==> src/dsq_pkg.sv <==
// ---------------------------------------------------------------------------
// Drum step sequencer package
// Shared types, operation codes, constants and controller/datapath links.
// ---------------------------------------------------------------------------
package dsq_pkg;

    localparam int NumRegs  = 6;
    localparam int StoreAw  = 6;   // {voice, row} word address
    localparam int WordW    = 56;  // eight columns of 7-bit velocity

    localparam logic [7:0]  NOTE_ON_BYTE  = 8'h90;
    localparam logic [7:0]  NOTE_OFF_BYTE = 8'h80;
    localparam logic [6:0]  HIT_VELOCITY  = 7'd96;

    localparam logic [23:0] RST_STEP_PERIOD = 24'd6000;
    localparam logic [3:0]  RST_COLUMNS     = 4'd8;
    localparam logic [55:0] RST_NOTES       = 56'd28945136017331236;
    localparam logic [7:0]  RST_ENABLE      = 8'hFF;
    localparam logic [4:0]  RST_CHANNEL     = 5'd10;
    localparam logic [15:0] RST_BLOCK_LEN   = 16'd4096;

    // Register indexes on the configuration port.
    localparam logic [2:0] REG_PERIOD  = 3'd0;
    localparam logic [2:0] REG_COLUMNS = 3'd1;
    localparam logic [2:0] REG_NOTES   = 3'd2;
    localparam logic [2:0] REG_ENABLE  = 3'd3;
    localparam logic [2:0] REG_CHANNEL = 3'd4;
    localparam logic [2:0] REG_BLOCK   = 3'd5;

    typedef enum logic [2:0] {
        OP_TICK   = 3'd0,
        OP_TOGGLE = 3'd1,
        OP_FILL   = 3'd2,
        OP_CLRV   = 3'd3,
        OP_CLRALL = 3'd4,
        OP_START  = 3'd5,
        OP_STOP   = 3'd6,
        OP_NONE   = 3'd7
    } op_t;

    typedef struct packed {
        logic [2:0] operation;
        logic [2:0] voice;
        logic [5:0] grid_step;
        logic [6:0] velocity;
        logic [6:0] pulses;
        logic [5:0] rotation;
    } cmd_item_t;

    typedef struct packed {
        logic [7:0]  status_byte;
        logic [6:0]  note_number;
        logic [6:0]  note_velocity;
        logic [23:0] delay_frames;
        logic [5:0]  playhead;
        logic        last;
    } evt_item_t;

    typedef struct packed {
        logic [23:0] step_period;
        logic [3:0]  used_columns;
        logic [55:0] voice_notes;
        logic [7:0]  voice_enable;
        logic [4:0]  midi_channel;
        logic [15:0] block_length;
    } cfg_t;

    // Commands from the controller to the datapath.
    typedef struct packed {
        logic take;
        logic exec;
        logic tog_rd;
        logic tog_wr;
        logic fill_mod;
        logic fill_acc;
        logic fill_run;
        logic scan;
        logic emit;
    } ctl_cmd_t;

    // Status from the datapath to the controller.
    typedef struct packed {
        logic [2:0] op;
        logic       fire;
        logic       mod_done;
        logic       acc_done;
        logic       fill_done;
        logic       scan_done;
        logic       emit_done;
    } dp_sts_t;

endpackage

==> src/dsq_ctrl.sv <==
// ---------------------------------------------------------------------------
// Drum step sequencer controller
// One-hot state machine that sequences each operation through the datapath.
// ---------------------------------------------------------------------------
module dsq_ctrl (
    input  logic              clk,
    input  logic              rst_n,
    input  logic              cmd_valid,
    output logic              cmd_ready,
    input  dsq_pkg::dp_sts_t  sts,
    output dsq_pkg::ctl_cmd_t cmd
);
    import dsq_pkg::*;

    typedef enum logic [8:0] {
        S_IDLE     = 9'b000000001,
        S_EXEC     = 9'b000000010,
        S_TOG_RD   = 9'b000000100,
        S_TOG_WR   = 9'b000001000,
        S_FILL_MOD = 9'b000010000,
        S_FILL_ACC = 9'b000100000,
        S_FILL_RUN = 9'b001000000,
        S_SCAN     = 9'b010000000,
        S_EMIT     = 9'b100000000
    } state_t;

    state_t state_reg, state_next;

    // State register.
    always_ff @(posedge clk or negedge rst_n)
    begin
        if (!rst_n)
        begin
            state_reg <= S_IDLE;
        end
        else
        begin
            state_reg <= state_next;
        end
    end

    assign cmd_ready = (state_reg == S_IDLE);

    // Next state and command decode.
    always_comb
    begin
        state_next = state_reg;
        cmd        = '0;
        case (state_reg)
            S_IDLE:
            begin
                if (cmd_valid)
                begin
                    cmd.take   = 1'b1;
                    state_next = S_EXEC;
                end
            end
            S_EXEC:
            begin
                cmd.exec = 1'b1;
                case (sts.op)
                    OP_TICK:   state_next = sts.fire ? S_SCAN : S_IDLE;
                    OP_TOGGLE: state_next = S_TOG_RD;
                    OP_FILL:   state_next = S_FILL_MOD;
                    default:   state_next = S_IDLE;
                endcase
            end
            S_TOG_RD:
            begin
                cmd.tog_rd = 1'b1;
                state_next = S_TOG_WR;
            end
            S_TOG_WR:
            begin
                cmd.tog_wr = 1'b1;
                state_next = S_IDLE;
            end
            S_FILL_MOD:
            begin
                cmd.fill_mod = 1'b1;
                if (sts.mod_done)
                begin
                    state_next = S_FILL_ACC;
                end
            end
            S_FILL_ACC:
            begin
                cmd.fill_acc = 1'b1;
                if (sts.acc_done)
                begin
                    state_next = S_FILL_RUN;
                end
            end
            S_FILL_RUN:
            begin
                cmd.fill_run = 1'b1;
                if (sts.fill_done)
                begin
                    state_next = S_IDLE;
                end
            end
            S_SCAN:
            begin
                cmd.scan = 1'b1;
                if (sts.scan_done)
                begin
                    state_next = S_EMIT;
                end
            end
            S_EMIT:
            begin
                cmd.emit = 1'b1;
                if (sts.emit_done)
                begin
                    state_next = S_IDLE;
                end
            end
            default:
            begin
                state_next = S_IDLE;
            end
        endcase
    end

endmodule

==> config.mk <==
export PLATFORM = sky130hd
export DESIGN_NAME = dsq_ctrl
export DESIGN_NICKNAME = d
export VERILOG_FILES = /design/src/dsq_pkg.sv /design/src/dsq_ctrl.sv
export SDC_FILE = /design/constraint.sdc
export NUM_CORES = 1
export LEC_CHECK = 0
export BUFFER_PORTS_ARGS = -buffer_cell sky130_fd_sc_hd__buf_2
export CAP_MARGIN = 5
export CORE_MARGIN = 2
export CORE_UTILIZATION = 30
export CTS_BUF_LIST = sky130_fd_sc_hd__clkbuf_8
export DETAILED_ROUTE_END_ITERATION = 12
export GPL_TIMING_DRIVEN = 0
export PLACE_DENSITY_LB_ADDON = 0.05
export SKIP_CTS_REPAIR_TIMING = 1
export SLEW_MARGIN = 40
export SYNTH_ARGS = -nofsm -noshare
export SYNTH_HDL_FRONTEND = slang
export SYNTH_SLANG_ARGS = --single-unit
==> constraint.sdc <==
create_clock -name clk -period 2.3 [get_ports clk]
set_input_delay 0.23 -clock clk [delete_from_list [all_inputs] [get_ports clk]]
set_output_delay 0.23 -clock clk [all_outputs]
set_load 0.005 [all_outputs]
==> results.txt <==
The flip-flop count of the largest register, all copies and words added came out at 9. The area of the placeable core came out at 0.002022 sq mm. The clock-pin slew on the worst setup and hold paths is 0.05 ns. The least setup slack across all paths after layout came out at -0.1481 ns. The mean instance size in the synthesized netlist is 9.123 sq um.

The buffer and inverter count on the worst path came out at 1. The signal on the critical path passes through or4_4 -> or4_4 -> nor3b_4 -> and2_4 -> buf_6. The mapped netlist covers 656.9 sq um. The total via count after detailed routing is 690.

The worst endpoint required time is 2.07 ns. The routed wire length came out at 1.749 mm. In this design, the largest share of critical-path delay is due to simple AND/OR/NAND/NOR gates.

After synthesis, the largest family of logic cells by area is simple AND/OR/NAND/NOR gates. The count of input and output buffers is 21. The total half-perimeter wirelength after legalization and detailed placement came out at 1.281 mm. The sequential share of power is 0.284. The number of global-route vias before repair came out at 615. The layout overhead on the synthesized area came out at 44.38%. The number of primary I/O pins came out at 22. The worst slew margin relative to its limit is 0.6406.

The tightest min-delay check is of the in2reg type. The complex-gate fraction of the synthesized area came out at 0.1695. The reported leakage power came out at 0.4812 nW.

The library cell used as clock root buffer is clkbuf_8. The y dimension of the die came out at 50.80 um. The utilization after layout is 0.4691.

Across every metal layer, demand over resource in global routing totals 0.1545. The switching power came out at 238.1 uW. The congestion estimate from routability-driven global placement came to 0.8302.

In the routed layout, each cell is associated on average with a via count of 5.267. The number of antenna violations at the first check in global routing is 0. The worst vdd rail ir drop came out at 0.3426 mV. The row count is 16.

The synthesized design spends more area on one cell type than any other, namely dfrtp_1. The post-route minimum period came out at 2.448 ns. The slowest stage of the critical path belongs to the cell or4_4.

The share of total power dissipated in the clock network is 0.252. The layout net count came out at 117. The power density of the placed cells came out at 766.5 mW/mm^2. The critical path's largest stage delay is 0.54 ns. In the final layout, the share of cells above drive strength 1 is 0.4327. The number of nets with antenna violations after routing is 0. In the post-synthesis netlist, the biggest area contributors are dfrtp_1 (30%), nor4b_1 (9.3%), inv_1 (4.6%).

The clock latency on the worst-skew pair came out at 0.23 ns. The worst setup path is captured at an output port. In this design, the critical path's most frequently occurring cell is or4_4. The sequential-to-total area share from yosys stat is 0.3448.

Setup violations remaining at the end of the flow were counted as 5. The iteration-0 DRC count of the detailed router is 11. Setup repair after global routing could not meet its margin everywhere.

The largest fanout of any net on the critical path is 5. The flow ran to the end, but the final reports show violations. The remaining global-route overflow is 0. The final reports fail on negative setup slack. For the worst setup path, the data arrival time is 2.22 ns. TritonCTS built the clock tree.

The number of antenna cells inserted came out at 0. The parity-gate share of the synthesized area counting xor and xnor cells is 0.01333. For this run, the number of Yosys warnings is 0. The die area came out at 0.002580 sq mm. Of the post-synthesis cell area, the dominant cell type holds 0.3048. Clock tree synthesis found a total of 9 sinks. Between clock sinks in the finished design, the worst skew comes to 0.0008087 ns. The pin count of the biggest net entering global routing came out at 11. The total count of hold-check failures in the final report is 0. The total power of the final layout came out at 727.0 uW. For this run, the detailed router's first-pass iteration total came to 4. The ratio of final minimum period to clock period came out at 1.064. The initial utilization of the core area, before any placement, comes to 0.3249. The adder-cell area share of the yosys netlist is 0. By startpoint and endpoint, the worst setup path is classified as reg2out. The switching power share of the total is 0.3275.

The number of distinct library cell variants in the gate-level netlist after synthesis is 33. The post-synthesis mux area share is 0. The share of total power dissipated in combinational logic is 0.464. The simple-gate area share of the yosys netlist is 0.3676. The first-pass GRT wire length came out at 2.980 mm. At the pin with the least slew margin, the transition time is 0.5350 ns. Static timing analysis puts the maximum clock frequency at 408.5 MHz. The internal portion of total power is 488.9 uW. In this run the deepest clock path goes through 2 buffers. The number of cells produced by synthesis is 72. The post-synthesis register bit count came out at 9. The average wire length per cell after detail routing is 13.35 um. Buffers inserted during clock tree synthesis total 3.

Max-cap violations in this run came to 0. The net count after synthesis is 84. The max-slew violation count is 0. The DRC violation count after routing came out at 0. The level count of the clock H-tree came out at 1. The filler cell count is 206.

At the placement stage, the worst setup path has a slack of 0.01620 ns. The die span in x came out at 50.80 um. The worst setup path is launched from a flop.
==> area by class of cell <==
| class | instances | area [sq um] | area share |
|---|---|---|---|
| Tap cell | 27 | 33.78 | 0.03562 |
| Clock buffer | 3 | 41.29 | 0.04354 |
| Clock inverter | 1 | 3.754 | 0.003958 |
| Sequential cell | 9 | 229.0 | 0.2414 |
| Multi-Input combinational cell | 52 | 386.6 | 0.4077 |
| Timing Repair Buffer | 28 | 185.2 | 0.1953 |
| Inverter | 8 | 30.03 | 0.03166 |
| Buffer | 3 | 38.79 | 0.04090 |
==> per-stage QoR <==
step	std cells	TNS [ns]	hold WS, ns	instance area (sq um)
after floorplan	72	0	-0.06559	656.9
after global placement	120	0	0.1037	795.8
after detailed placement	120	0	0.1035	795.8
after CTS	124	-0.3372	-0.1456	840.8
after global routing	131	-0.8933	0.1973	948.4
final	131	-0.5788	0.1900	948.4
==> placed cells by master (no fill, tap or decap), types with 3 or more instances in the layout <==
cell / count
buf_2: 19
inv_1: 9
nor4b_1: 7
buf_4: 6
dfrtp_1: 6
nor2_1: 4
buf_6: 3
nor3_1: 3
or4_4: 3
o21ai_0: 3
clkbuf_8: 3
==> cells by family after synthesis <==
family	Yosys count
AO/OA/AOI/OAI	15
XOR/XNOR	1
buffers and inverters	11
flip-flops	9
AND/OR/NAND/NOR	36
==> routing by layer <==
layer	wire (um)	up-vias	track usage
met3	106	4	0.02976
met5	0	-	0
met4	31	0	0.07658
met1	833	320	0.2118
li1	-	342	-
met2	777	24	0.2303
==> synth_stat cells <==
| cell type | count |
|---|---|
| nor4b_1 | 7 |
| a21o_1 | 1 |
| nand4_1 | 2 |
| o211ai_1 | 1 |
| or4_1 | 1 |
| o221ai_1 | 1 |
| o32ai_2 | 1 |
| or3_1 | 1 |
| inv_1 | 8 |
| a311oi_1 | 1 |
| a211oi_1 | 1 |
| xor2_1 | 1 |
| nand3_1 | 2 |
| nor4_1 | 1 |
| dfrtp_1 | 8 |
| dfstp_2 | 1 |
| or4_4 | 2 |
| o311ai_0 | 1 |
| nor2_1 | 5 |
| o21ai_0 | 3 |
| and2_1 | 2 |
| or2b_2 | 1 |
| a21oi_1 | 2 |
| buf_12 | 1 |
| and3_1 | 2 |
| buf_6 | 1 |
| nand2_1 | 2 |
| nor3_1 | 3 |
| o22ai_1 | 2 |
| a21o_2 | 1 |
| buf_4 | 1 |
| nor3b_1 | 3 |
| nand4b_1 | 2 |
==> power groups by stage <==
stage	Combinational (mW)	Clock (mW)	Sequential (mW)
detailed placement	0.253	0	0.205
CTS	0.255	0.189	0.203
global placement	0.252	0	0.205
finish	0.337	0.184	0.206
floorplan	0.180	0	0.201
global route	0.369	0.201	0.208
==> worst paths after layout <==
check	start	endpoint	slack (ns)	depth (start not counted)
min in group asynchronous	rst_n	state_reg[5]	0.38	2
max reg2reg	state_reg[8]	state_reg[7]	-0.13	5
min	sts[1]	state_reg[7]	0.19	2
min reg2reg	state_reg[2]	state_reg[3]	0.65	2
max in group asynchronous	rst_n	state_reg[0]	1.67	2
max	state_reg[8]	cmd[8]	-0.15	5
Note: power is estimated with default switching activity, not from simulation.
